File: config.mk
export PLATFORM = sky130hd
export DESIGN_NAME = touch_sample_average_scale_top
export DESIGN_NICKNAME = d
export VERILOG_FILES = /design/src/sv/tsas_pkg.sv /design/src/sv/tsas_div.sv /design/src/sv/tsas_lane.sv /design/src/sv/touch_sample_average_scale_top.sv
export SDC_FILE = /design/constraint.sdc
export NUM_CORES = 2
export LEC_CHECK = 0
export BUFFER_PORTS_ARGS = -buffer_cell sky130_fd_sc_hd__buf_4
export CAP_MARGIN = 0
export CELL_PAD_IN_SITES_DETAIL_PLACEMENT = 1
export CELL_PAD_IN_SITES_GLOBAL_PLACEMENT = 2
export CORE_AREA = 3 3 220 383
export DETAILED_ROUTE_END_ITERATION = 16
export DIE_AREA = 0 0 223 386
export PLACE_DENSITY_LB_ADDON = 0.1
export SLEW_MARGIN = 30
export SYNTH_ARGS = -nofsm -noshare
export SYNTH_HDL_FRONTEND = slang
export SYNTH_SLANG_ARGS = --single-unit
export TNS_END_PERCENT = 50
File: constraint.sdc
create_clock -name clk -period 7.08 [get_ports clk]
set_clock_uncertainty 0.1 [all_clocks]
set_input_delay 0.708 -clock clk [delete_from_list [all_inputs] [get_ports clk]]
set_output_delay 0.708 -clock clk [all_outputs]
set_load 0.1 [all_outputs]
File: src/sv/tsas_pkg.sv
// Shared constants, types and helpers for the touch sample averaging block.
// No dependencies; imported by the lane and top-level RTL modules of the block.
package tsas_pkg;

  localparam int SAMPLE_BITS = 13;
  localparam int SUM_W       = 21;
  localparam int CNT_W       = 8;
  localparam int PIX_W       = 12;
  localparam int BYTE_W      = 8;
  localparam int DIV_DW      = SAMPLE_BITS + PIX_W;
  localparam int CFG_IDX_W   = 3;
  localparam int CFG_DATA_W  = 13;

  localparam logic [CNT_W-1:0]       AVG_COUNT_RST = CNT_W'(64);
  localparam logic [SAMPLE_BITS-1:0] LIMIT_HI_RST  = '1;
  localparam logic [SAMPLE_BITS-1:0] LIMIT_LO_RST  = '0;
  localparam logic [PIX_W-1:0]       WIDTH_RST     = PIX_W'(320);
  localparam logic [PIX_W-1:0]       HEIGHT_RST    = PIX_W'(240);

  localparam logic [CFG_IDX_W-1:0] REG_AVG_COUNT  = 3'd0;
  localparam logic [CFG_IDX_W-1:0] REG_X_LIMIT_HI = 3'd1;
  localparam logic [CFG_IDX_W-1:0] REG_X_LIMIT_LO = 3'd2;
  localparam logic [CFG_IDX_W-1:0] REG_Y_LIMIT_HI = 3'd3;
  localparam logic [CFG_IDX_W-1:0] REG_Y_LIMIT_LO = 3'd4;
  localparam logic [CFG_IDX_W-1:0] REG_WIDTH      = 3'd5;
  localparam logic [CFG_IDX_W-1:0] REG_HEIGHT     = 3'd6;

  typedef struct packed {
    logic add;
    logic start;
    logic ack;
  } lane_ctl_t;

  typedef struct packed {
    logic done;
  } lane_sts_t;

  // The converter returns the value left aligned over two bytes.
  function automatic logic [SAMPLE_BITS-1:0] raw_of(input logic [BYTE_W-1:0] hi,
                                                    input logic [BYTE_W-1:0] lo);
    return SAMPLE_BITS'({hi, lo[BYTE_W-1:3]});
  endfunction

endpackage

File: src/sv/tsas_div.sv
// Restoring divider, one quotient bit per cycle, for the axis lanes.
// Depends on nothing but its parameters.
module tsas_div #(
  parameter int DW = 25,
  parameter int VW = 13
) (
  input  logic          clk,
  input  logic          rst_n,
  input  logic          start,
  input  logic [DW-1:0] dividend,
  input  logic [VW-1:0] divisor,
  output logic          done,
  output logic [DW-1:0] quotient
);

  localparam int CW = $clog2(DW + 1);

  logic [DW-1:0] quo_r, quo_nxt;
  logic [VW-1:0] rem_r, rem_nxt;
  logic [VW-1:0] dsr_r, dsr_nxt;
  logic [CW-1:0] cnt_r, cnt_nxt;
  logic          busy_r, busy_nxt;
  logic          done_r, done_nxt;
  logic [VW:0]   rem_sh;
  logic          ge;

  always_comb begin
    rem_sh   = {rem_r, quo_r[DW-1]};
    ge       = rem_sh >= {1'b0, dsr_r};
    quo_nxt  = quo_r;
    rem_nxt  = rem_r;
    dsr_nxt  = dsr_r;
    cnt_nxt  = cnt_r;
    busy_nxt = busy_r;
    done_nxt = 1'b0;
    if (start) begin
      quo_nxt  = dividend;
      rem_nxt  = '0;
      dsr_nxt  = divisor;
      cnt_nxt  = CW'(DW);
      busy_nxt = 1'b1;
    end else if (busy_r) begin
      quo_nxt = {quo_r[DW-2:0], ge};
      rem_nxt = ge ? VW'(rem_sh - {1'b0, dsr_r}) : rem_sh[VW-1:0];
      cnt_nxt = cnt_r - CW'(1);
      if (cnt_r == CW'(1)) begin
        busy_nxt = 1'b0;
        done_nxt = 1'b1;
      end
    end
  end

  always_ff @(posedge clk) begin
    if (!rst_n) begin
      busy_r <= 1'b0;
      done_r <= 1'b0;
      cnt_r  <= '0;
    end else begin
      busy_r <= busy_nxt;
      done_r <= done_nxt;
      cnt_r  <= cnt_nxt;
    end
  end

  always_ff @(posedge clk) begin
    quo_r <= quo_nxt;
    rem_r <= rem_nxt;
    dsr_r <= dsr_nxt;
  end

  assign done     = done_r;
  assign quotient = quo_r;

endmodule

File: src/sv/tsas_lane.sv
// One axis lane: sums raw samples, divides by the count, clamps and scales.
// Depends on tsas_pkg and tsas_div.
module tsas_lane
  import tsas_pkg::*;
(
  input  logic                   clk,
  input  logic                   rst_n,
  input  lane_ctl_t              ctl,
  output lane_sts_t              sts,
  input  logic [SAMPLE_BITS-1:0] raw,
  input  logic [CNT_W-1:0]       count,
  input  logic [SAMPLE_BITS-1:0] lim_hi,
  input  logic [SAMPLE_BITS-1:0] lim_lo,
  input  logic [PIX_W-1:0]       range_px,
  output logic [PIX_W-1:0]       scaled
);

  typedef enum logic [5:0] {
    L_IDLE  = 6'b000001,
    L_AVG   = 6'b000010,
    L_MUL   = 6'b000100,
    L_LOAD  = 6'b001000,
    L_SCALE = 6'b010000,
    L_HOLD  = 6'b100000
  } lane_state_t;

  lane_state_t            state_r, state_nxt;
  logic [SUM_W-1:0]       sum_r, sum_nxt;
  logic [SAMPLE_BITS-1:0] diff_r, diff_nxt;
  logic [SAMPLE_BITS-1:0] den_r, den_nxt;
  logic                   zero_r, zero_nxt;
  logic [DIV_DW-1:0]      prod_r, prod_nxt;
  logic [PIX_W-1:0]       res_r, res_nxt;
  logic                   div_start;
  logic [DIV_DW-1:0]      div_dvd;
  logic [SAMPLE_BITS-1:0] div_dsr;
  logic                   div_done;
  logic [DIV_DW-1:0]      div_quo;
  logic [SAMPLE_BITS-1:0] clamped;

  tsas_div #(
    .DW (DIV_DW),
    .VW (SAMPLE_BITS)
  ) u_div (
    .clk      (clk),
    .rst_n    (rst_n),
    .start    (div_start),
    .dividend (div_dvd),
    .divisor  (div_dsr),
    .done     (div_done),
    .quotient (div_quo)
  );

  // Clamp the average to the high limit first, then to the low limit.
  always_comb begin
    clamped = (div_quo > DIV_DW'(lim_hi)) ? lim_hi : div_quo[SAMPLE_BITS-1:0];
    if (clamped < lim_lo) begin
      clamped = lim_lo;
    end
  end

  always_comb begin
    state_nxt = state_r;
    sum_nxt   = sum_r;
    diff_nxt  = diff_r;
    den_nxt   = den_r;
    zero_nxt  = zero_r;
    prod_nxt  = prod_r;
    res_nxt   = res_r;
    div_start = 1'b0;
    div_dvd   = DIV_DW'(sum_r);
    div_dsr   = SAMPLE_BITS'(count);
    if (ctl.add) begin
      sum_nxt = sum_r + SUM_W'(raw);
    end
    case (state_r)
      L_IDLE: begin
        if (ctl.start) begin
          div_start = 1'b1;
          sum_nxt   = '0;
          state_nxt = L_AVG;
        end
      end
      L_AVG: begin
        if (div_done) begin
          diff_nxt  = clamped - lim_lo;
          den_nxt   = lim_hi - lim_lo;
          zero_nxt  = lim_hi <= lim_lo;
          state_nxt = L_MUL;
        end
      end
      L_MUL: begin
        prod_nxt  = DIV_DW'(diff_r) * DIV_DW'(range_px);
        state_nxt = L_LOAD;
      end
      L_LOAD: begin
        div_start = 1'b1;
        div_dvd   = prod_r;
        div_dsr   = den_r;
        state_nxt = L_SCALE;
      end
      L_SCALE: begin
        if (div_done) begin
          res_nxt   = zero_r ? '0 : div_quo[PIX_W-1:0];
          state_nxt = L_HOLD;
        end
      end
      L_HOLD: begin
        if (ctl.ack) begin
          state_nxt = L_IDLE;
        end
      end
      default: begin
        state_nxt = L_IDLE;
      end
    endcase
  end

  always_ff @(posedge clk) begin
    if (!rst_n) begin
      state_r <= L_IDLE;
      sum_r   <= '0;
    end else begin
      state_r <= state_nxt;
      sum_r   <= sum_nxt;
    end
  end

  always_ff @(posedge clk) begin
    diff_r <= diff_nxt;
    den_r  <= den_nxt;
    zero_r <= zero_nxt;
    prod_r <= prod_nxt;
    res_r  <= res_nxt;
  end

  assign sts.done = (state_r == L_HOLD);
  assign scaled   = res_r;

endmodule

File: src/sv/touch_sample_average_scale_top.sv
// Touch sample averaging and calibration: takes one X/Y converter byte set per
// request, sums the raw values and, once avg_count samples (at least one) are in, reports one
// clamped and scaled screen coordinate pair with Y flipped against the height.
// A sample that does not complete a run leaves the input ready. The sample that
// completes a run holds the input off until the pair is reported: each axis lane runs two
// 25-step restoring divides in turn (sum by count, then the scaled product by
// the calibration span), and the X and Y lanes work side by side.
// Depends on tsas_pkg, tsas_lane and tsas_div.
module touch_sample_average_scale_top
  import tsas_pkg::*;
(
  input  logic                  clk,
  input  logic                  rst_n,
  input  logic                  in_tvalid,
  output logic                  in_tready,
  // [7:0] x_high_byte, [15:8] x_low_byte, [23:16] y_high_byte, [31:24] y_low_byte
  input  logic [4*BYTE_W-1:0]   in_tdata,
  output logic                  out_tvalid,
  input  logic                  out_tready,
  // [11:0] x_pixel, [23:12] y_pixel
  output logic [2*PIX_W-1:0]    out_tdata,
  input  logic                  cfg_valid,
  output logic                  cfg_ready,
  input  logic [CFG_IDX_W-1:0]  cfg_index,
  input  logic [CFG_DATA_W-1:0] cfg_data
);

  typedef enum logic [2:0] {
    T_IDLE  = 3'b001,
    T_START = 3'b010,
    T_RUN   = 3'b100
  } top_state_t;

  top_state_t             state_r, state_nxt;
  logic [CNT_W-1:0]       taken_r, taken_nxt;
  logic [CNT_W-1:0]       avg_count_r;
  logic [SAMPLE_BITS-1:0] x_hi_r, x_lo_r, y_hi_r, y_lo_r;
  logic [PIX_W-1:0]       width_r, height_r;
  logic                   out_valid_r, out_valid_nxt;
  logic [PIX_W-1:0]       out_x_r, out_x_nxt;
  logic [PIX_W-1:0]       out_y_r, out_y_nxt;
  logic [CNT_W-1:0]       need;
  logic [CNT_W-1:0]       taken_inc;
  logic                   in_acc;
  logic                   out_free;
  logic                   report;
  lane_ctl_t              ctl;
  lane_sts_t              x_sts, y_sts;
  logic [PIX_W-1:0]       x_scaled, y_scaled;

  assign cfg_ready = 1'b1;
  assign in_tready = (state_r == T_IDLE);
  assign in_acc    = in_tvalid && in_tready;
  assign out_free  = !out_valid_r || out_tready;
  assign report    = (state_r == T_RUN) && x_sts.done && y_sts.done && out_free;
  assign need      = (avg_count_r == '0) ? CNT_W'(1) : avg_count_r;
  assign taken_inc = taken_r + CNT_W'(1);

  assign ctl.add   = in_acc;
  assign ctl.start = (state_r == T_START);
  assign ctl.ack   = report;

  tsas_lane u_lane_x (
    .clk      (clk),
    .rst_n    (rst_n),
    .ctl      (ctl),
    .sts      (x_sts),
    .raw      (raw_of(in_tdata[BYTE_W-1:0], in_tdata[2*BYTE_W-1:BYTE_W])),
    .count    (taken_r),
    .lim_hi   (x_hi_r),
    .lim_lo   (x_lo_r),
    .range_px (width_r),
    .scaled   (x_scaled)
  );

  tsas_lane u_lane_y (
    .clk      (clk),
    .rst_n    (rst_n),
    .ctl      (ctl),
    .sts      (y_sts),
    .raw      (raw_of(in_tdata[3*BYTE_W-1:2*BYTE_W], in_tdata[4*BYTE_W-1:3*BYTE_W])),
    .count    (taken_r),
    .lim_hi   (y_hi_r),
    .lim_lo   (y_lo_r),
    .range_px (height_r),
    .scaled   (y_scaled)
  );

  always_comb begin
    state_nxt     = state_r;
    taken_nxt     = taken_r;
    out_valid_nxt = out_valid_r && !out_tready;
    out_x_nxt     = out_x_r;
    out_y_nxt     = out_y_r;
    case (state_r)
      T_IDLE: begin
        if (in_acc) begin
          taken_nxt = taken_inc;
          if (taken_inc >= need) begin
            state_nxt = T_START;
          end
        end
      end
      T_START: begin
        // The lanes latch the count as divisor on this cycle.
        taken_nxt = '0;
        state_nxt = T_RUN;
      end
      T_RUN: begin
        if (report) begin
          out_valid_nxt = 1'b1;
          out_x_nxt     = x_scaled;
          out_y_nxt     = height_r - y_scaled;
          state_nxt     = T_IDLE;
        end
      end
      default: begin
        state_nxt = T_IDLE;
      end
    endcase
  end

  always_ff @(posedge clk) begin
    if (!rst_n) begin
      state_r     <= T_IDLE;
      taken_r     <= '0;
      out_valid_r <= 1'b0;
    end else begin
      state_r     <= state_nxt;
      taken_r     <= taken_nxt;
      out_valid_r <= out_valid_nxt;
    end
  end

  always_ff @(posedge clk) begin
    out_x_r <= out_x_nxt;
    out_y_r <= out_y_nxt;
  end

  always_ff @(posedge clk) begin
    if (!rst_n) begin
      avg_count_r <= AVG_COUNT_RST;
      x_hi_r      <= LIMIT_HI_RST;
      x_lo_r      <= LIMIT_LO_RST;
      y_hi_r      <= LIMIT_HI_RST;
      y_lo_r      <= LIMIT_LO_RST;
      width_r     <= WIDTH_RST;
      height_r    <= HEIGHT_RST;
    end else if (cfg_valid && cfg_ready) begin
      case (cfg_index)
        REG_AVG_COUNT:  avg_count_r <= cfg_data[CNT_W-1:0];
        REG_X_LIMIT_HI: x_hi_r      <= cfg_data[SAMPLE_BITS-1:0];
        REG_X_LIMIT_LO: x_lo_r      <= cfg_data[SAMPLE_BITS-1:0];
        REG_Y_LIMIT_HI: y_hi_r      <= cfg_data[SAMPLE_BITS-1:0];
        REG_Y_LIMIT_LO: y_lo_r      <= cfg_data[SAMPLE_BITS-1:0];
        REG_WIDTH:      width_r     <= cfg_data[PIX_W-1:0];
        REG_HEIGHT:     height_r    <= cfg_data[PIX_W-1:0];
        default: begin
        end
      endcase
    end
  end

  assign out_tvalid = out_valid_r;
  assign out_tdata  = {out_y_r, out_x_r};

endmodule

**Yosys cells after proc, flatten, opt, wreduce, memory -nomap -nowiden**

Cells that the tools add are included.

- Order comparisons: 9
- Add/subtract/negate cells: 12
- Equal/unequal tests: 34
- Reduce and logical (&&, ||, !) cells: 33
- Muxes and demuxes: 52
- Bitwise logic cells: 3
- Multiply operators: 2

Operator list:

| kind | count |
|---|---|
| $mux 25 | 6 |
| $mux 21 | 6 |
| $mux 13 | 6 |
| $sub 13x13->13 | 6 |
| $pmux 6 s6 | 2 |
| $gt 25x13->1 | 2 |
| $mul 13x12->25 | 2 |
| $add 21x13->21 | 2 |
| $mux 6 | 6 |
| $mux 8 | 4 |
| $ge 14x13->1 | 2 |
| $le 13x13->1 | 2 |
| $lt 13x13->1 | 2 |
| $reduce_and 2->1 | 13 |
| $mux 5 | 4 |
| $ne 2x2->1 const B | 9 |
| $pmux 8 s2 | 1 |
| $eq 3x3->1 const B | 4 |
| $eq 6x1->1 const B | 2 |
| $eq 6x2->1 const B | 2 |
| $eq 6x3->1 const B | 2 |
| $eq 6x4->1 const B | 2 |
| $eq 6x5->1 const B | 2 |
| $eq 6x6->1 const B | 2 |
| other kinds (23) | 54 |

- Input bits: 53
- Register bits: 418
- Output and inout bits: 27

**Logic depth before layout (Yosys ltp)**

- Word-level depth: 6
- Depth in mapped cells: 30

**Modules after synthesis**

A second synthesis with hierarchy kept.

- Cell total of the unflattened synthesis: 3588
- Area total of the unflattened synthesis: 33354.5 um^2

Modules (own cells, without submodules):

| module | cells each | times used | seq. area each (um^2) | area an instance (um^2) |
|---|---|---|---|---|
| tsas_lane (u_lane_y) | 1246 | 1 | 2462.4 | 11213.3 |
| tsas_lane (u_lane_x) | 1223 | 1 | 2462.4 | 10931.7 |
| tsas_div | 264 | 2 | 1541.5 | 2992.9 |
| touch_sample_average_scale_top | 591 | 1 | 2642.5 | 5223.8 |

**Worst setup path before layout**

OpenSTA, ideal clock, no wires.

- Path kind: flip-flop to flip-flop
- Start point: reg u_lane_x.u_div.quo_r[10], in the netlist u_lane_x.u_div.quotient[10]
- End point: reg u_lane_x.diff_r[12], data pin
- Buffers on the path: 2
- Period minus slack after synthesis: 6233 ps
- Arrival: 5867 ps
- Path slack: 847 ps
- Data required time: 6715 ps
- Stages on the path, launching flop included: 28
- Setup time: 265 ps
- Path through: edfxtp_1 -> ha_1 -> a211oi_2 -> o21bai_1 -> a2111oi_4 -> a21oi_1 -> clkbuf_1 -> o21ai_0 -> nand2_1 -> ha_1 -> a41o_1 -> a21o_1 -> a2111oi_0 -> o21bai_1 -> buf_2 -> o31ai_1 -> a211o_1 -> ha_1 -> inv_1 -> fa_1 -> a21o_1 -> a21oi_1 -> nor2b_1 -> o21a_1 -> o311a_1 -> nor2_1 -> a21oi_1 -> xor2_1

- Word-level cells in the longest chain between the ends: 5

RTL lines:

| item | line | source |
|---|---|---|
| start: declaration | tsas_div.sv:18 | `logic [DW-1:0] quo_r, quo_nxt;` |
| start signal: assignment | tsas_div.sv:66 | `quo_r <= quo_nxt;` |
| $gt 25x13->1 | tsas_lane.sv:56 | `clamped = (div_quo > DIV_DW'(lim_hi)) ? lim_hi : div_quo[SAMPLE_BITS-1:0];` |
| $mux 13 (*) | tsas_lane.sv:56 |  |
| $lt 13x13->1 | tsas_lane.sv:57 | `if (clamped < lim_lo) begin` |
| $mux 13 (*) | tsas_lane.sv:57 |  |
| $sub 13x13->13 (*) | tsas_lane.sv:86 | `diff_nxt = clamped - lim_lo;` |
| end signal: assignment | tsas_lane.sv:130 | `diff_r <= diff_nxt;` |
| end: declaration | tsas_lane.sv:29 | `logic [SAMPLE_BITS-1:0] diff_r, diff_nxt;` |

Every way passes the cells marked *; elsewhere a longest branch is shown, timed or not.
A chain may end at the register's enable or synchronous reset.

**Final worst setup path**

- Start point: reg width_r[3]
- End point: reg u_lane_x.prod_r[23], data pin

- Word-level cells in the longest chain between the ends: 1

RTL lines:

| item | line | source |
|---|---|---|
| start: declaration | touch_sample_average_scale_top.sv:38 | `logic [PIX_W-1:0] width_r, height_r;` |
| start signal: assignment | touch_sample_average_scale_top.sv:156 | `REG_WIDTH: width_r <= cfg_data[PIX_W-1:0];` |
| $mul 13x12->25 | tsas_lane.sv:93 | `prod_nxt = DIV_DW'(diff_r) * DIV_DW'(range_px);` |
| end signal: assignment | tsas_lane.sv:133 | `prod_r <= prod_nxt;` |
| end: declaration | tsas_lane.sv:32 | `logic [DIV_DW-1:0] prod_r, prod_nxt;` |

No other way between the ends.

==> impl_results.md <==
* Seq/Total Area, Yosys at 32.0%
* Slew HR at 35.6%
* Final worst path period share at 94.4%
* Core Region at 0.0813 mm²
* Cell Int Power at 4.70 mW
* Drt total wl at 112000 µm
* Fin. max-slew vios at 0
* Reg2reg path depth at 18
* Largest family of logic cells by synthesized area: adder cells
* Crit path DAT at 6900 ps
* Via count at 26600
* Crit path from: width_r[3]$_SDFFE_PN0P_
* Minimum clock period at 6680 ps
* Clock Pin Slew Worst Setup and Hold Paths at 70 ps
* Post-synth cell types at 86
* Combinational share of power at 21.2%
* Starting density of the core at 40.9%
* Xor and xnor area share after synthesis at 3.64%
* Antenna-violating nets left at 0
* Clock Latency Late Sink at 610 ps
* Post-synth EDFFs at 228
* Hold buffer count at CTS at 0
* Setup Viol. Count Final at 0
* Top_reg_cell synth: edfxtp_1
* Die area at 0.0861 mm²
* Simple-gate share of the synthesized area at 18.5%
* Worst Hold Class: flip-flop to flip-flop
* Final GP Congestion at 0.911
* Die X at 223 µm
* Post-CTS repair timing setup buffer count at 0
* Tot Pwr at 6.72 mW
* FFs w/ async S/R, synth at 0%
* WL/cell at 23.6 µm
* Fillers at 9392
* Crit path launch type: flip-flop
* Worst-Margin Slew at 964 ps
* Synthesized net count at 4238
* Worst r2r src: width_r[3]$_SDFFE_PN0P_
* Adder-Cell Fraction of Synth Area at 25.2%
* Post-Syn Area at 0.0332 mm²
* Worst reg-to-reg setup slack at 400 ps
* Worst VDD drop at 0.189 mV
* Post-synthesis mux area share at 1.25%
* Synth Warn # at 0
* Share of layout cells above drive strength 1 at 7.34%
* Synth Instances at 3654
* Synth Area in Compound Gates at 13.2%
* Switching Fraction at 30.0%
* Tot GR Track Use at 26.0%
* Largest net degree at the start of global routing at 85
* Antenna diodes at 0
* Antenna violations before repair at 0
* Worst Setup EP: u_lane_x.prod_r[23]$_DFFE_PP_
* CP max FO at 14
* Leakage at 15.6 nW
* TNS Setup at 0 ps
* Vias per inst at 5.57
* Row cnt at 138
* Max_cap viols at 0
* Vias in the first global route at 29600
* WS Path Type: flip-flop to flip-flop
* Clock group share of total power at 38.4%
* Critical Path End Type: flip-flop
* Global route total overflow at 0
* DRT Pass-1 Iters at 5
* Num CTS Buffers at 45
* Max Clk Rate at 150 MHz
* Nets at 4268
* Fin. Hold Viols at 0
* Clock Root Buffer: clkbuf_16
* First-pass GRT wire length at 173000 µm
* Pwr dens at 184 mW/mm²
* CTS Buffer Depth at 3
* DIE HEIGHT at 386 µm
* Hpwl dp at 89800 µm
* Setup repair after global routing missed its margin: false
* RR Endpoint: u_lane_x.prod_r[23]$_DFFE_PP_
* H-tree levels at 2
* Port bufs at 72
* Number of synthesized register bits at 418
* Post-CTS sizing at 0
* Num Clock Sinks at 418
* Post-route DRC at 0
* Sequential Power Share at 40.4%
* CTS tree: yes
* Net Sw Power at 2.02 mW
* IO Count at 80
* Iteration-0 DRC Markers at 1069
* Status: completed
* Syn avg cell area at 9.10 µm²
* Worst Path Required at 7300 ps
* Area Overhead vs Synth at 10.0%
==> critical path, stage by stage, from the launching register on <==
cell and delay, ps:
dfxtp_1 730, nand2_1 180, fa_1 590, inv_1 60, fa_1 510, inv_1 60
fa_1 540, inv_1 60, fa_1 520, fa_1 420, ha_1 370, a2111oi_0 440
o21ai_0 180, or3b_2 240, a21oi_1 150, a2111oi_0 590, o21bai_1 150, a21oi_1 220
xnor2_1 280
==> per-layer routing <==
| layer | up-vias | part of all wire, % | GRT usage [%] |
|---|---|---|---|
| met5 | - | 0 | 0 |
| met4 | 0 | 6.4 | 14.4 |
| met3 | 265 | 2.2 | 2.04 |
| met2 | 447 | 57 | 52.7 |
| met1 | 13500 | 35 | 25.6 |
| li1 | 12400 | - | - |
==> worst min path at each step <==
stage,startpoint,to,cells past startpoint
after floorplan,u_lane_x.scaled[0]$_SDFFCE_PP0P_,out_x_r[0]$_DFFE_PP_,0
after global placement,u_lane_x.scaled[1]$_SDFFCE_PP0P_,out_x_r[1]$_DFFE_PP_,0
after detailed placement,u_lane_x.scaled[0]$_SDFFCE_PP0P_,out_x_r[0]$_DFFE_PP_,0
after CTS,cfg_data[12],y_hi_r[12]$_SDFFE_PN1P_,3
after global routing,cfg_data[12],y_lo_r[12]$_SDFFE_PN0P_,3
final,u_lane_x.scaled[0]$_SDFFCE_PP0P_,out_x_r[0]$_DFFE_PP_,0
==> layout make-up <==
class	instances	area, µm²	area share (%)
well taps	1050	1310	3.59
flip-flops and latches	418	10700	29.1
clock inverters	31	414	1.13
inverters	391	1470	4.01
repair buffers	130	976	2.67
multi-input cells	2698	20600	56.3
clock buffers	52	1160	3.18
==> Yosys cell counts (9+ instances only) <==
| library cell | instances | area share [%] |
|---|---|---|
| nor3_1 | 64 | 0.96 |
| a21o_1 | 47 | 1.1 |
| a21oi_1 | 147 | 2.2 |
| fa_1 | 229 | 14 |
| nand4_1 | 21 | 0.40 |
| or2_2 | 9 | 0.17 |
| ha_1 | 302 | 11 |
| o21a_1 | 22 | 0.50 |
| nand3_1 | 83 | 1.2 |
| o21ai_0 | 137 | 2.1 |
| a31oi_1 | 16 | 0.30 |
| o31ai_1 | 16 | 0.36 |
| and3_1 | 24 | 0.45 |
| o21bai_1 | 13 | 0.29 |
| nand2_1 | 629 | 7.1 |
| a21boi_0 | 76 | 1.7 |
| xnor2_1 | 102 | 2.7 |
| mux2i_1 | 29 | 0.87 |
| edfxtp_1 | 228 | 21 |
| mux2_2 | 11 | 0.37 |
| nor4_1 | 12 | 0.23 |
| nor2b_1 | 61 | 1.1 |
| nor2_1 | 204 | 2.3 |
| a22oi_1 | 14 | 0.32 |
| nand2b_1 | 16 | 0.30 |
| o211ai_1 | 55 | 1.2 |
| inv_1 | 389 | 4.4 |
| or3_1 | 24 | 0.45 |
| dfxtp_1 | 190 | 11 |
| o22ai_1 | 20 | 0.38 |
| a211oi_1 | 32 | 0.72 |
| clkbuf_1 | 131 | 1.5 |
| xor2_1 | 36 | 0.95 |
| and2_1 | 131 | 2.5 |
==> through the flow <==
step	area [µm²]	util (%)	instances	worst slack (ps)	hold slack (ps)
after CTS	36600	45.0	4770	380	284
after global placement	35000	43.0	4687	421	304
after global routing	36600	45.0	4770	16.7	321
after detailed placement	35000	43.0	4687	408	308
final	36600	45.0	4770	400	309
after floorplan	33200	-	3654	847	300
==> state kept, by name (all words and copies together), names as in the netlist, 13 cells and up <==
signal and flops:
u_lane_y.u_div.quotient 25, u_lane_x.u_div.quotient 25, u_lane_x.prod_r 25, u_lane_x.den_r 13, u_lane_x.u_div.rem_r 13, u_lane_y.diff_r 13, x_lo_r 13, u_lane_y.den_r 13
y_hi_r 13, u_lane_y.sum_r 21, x_hi_r 13, u_lane_x.sum_r 21, u_lane_y.prod_r 25, u_lane_x.diff_r 13, u_lane_x.u_div.dsr_r 13, y_lo_r 13
u_lane_y.u_div.dsr_r 13, u_lane_y.u_div.rem_r 13
==> layout by cell type (no fill, tap or decap), types with 22 or more instances in the layout <==
cell type / Yosys / layout
nand2_1: 629 / 628
inv_1: 389 / 388
ha_1: 302 / 302
fa_1: 229 / 229
edfxtp_1: 228 / 228
nor2_1: 204 / 200
dfxtp_1: 190 / 189
a21oi_1: 147 / 146
o21ai_0: 137 / 132
and2_1: 131 / 131
buf_4: 5 / 130
xnor2_1: 102 / 102
nand3_1: 83 / 83
a21boi_0: 76 / 76
nor3_1: 64 / 62
nor2b_1: 61 / 60
o211ai_1: 55 / 55
a21o_1: 47 / 47
clkbuf_16: 0 / 45
xor2_1: 36 / 36
a211oi_1: 32 / 32
mux2i_1: 29 / 29
and3_1: 24 / 23
or3_1: 24 / 23
o21a_1: 22 / 22
==> power groups by stage <==
stage / logic [mW] / clock network, mW / registers, mW
after floorplan: 1.00 / 0 / 2.72
final: 1.42 / 2.58 / 2.71
after global routing: 1.59 / 2.74 / 2.72
after global placement: 1.39 / 0 / 2.77
after CTS: 1.45 / 2.65 / 2.71
after detailed placement: 1.44 / 0 / 2.77
==> cell families after synthesis <==
kind of cell / Yosys count
AND/OR/NAND/NOR: 1324
AO/OA/AOI/OAI: 664
buffers and inverters: 538
adder cells (fa/ha/maj): 531
flip-flops: 418
XOR/XNOR: 138
multiplexers: 40
other: 1
Note: power is estimated with default switching activity, not from simulation.
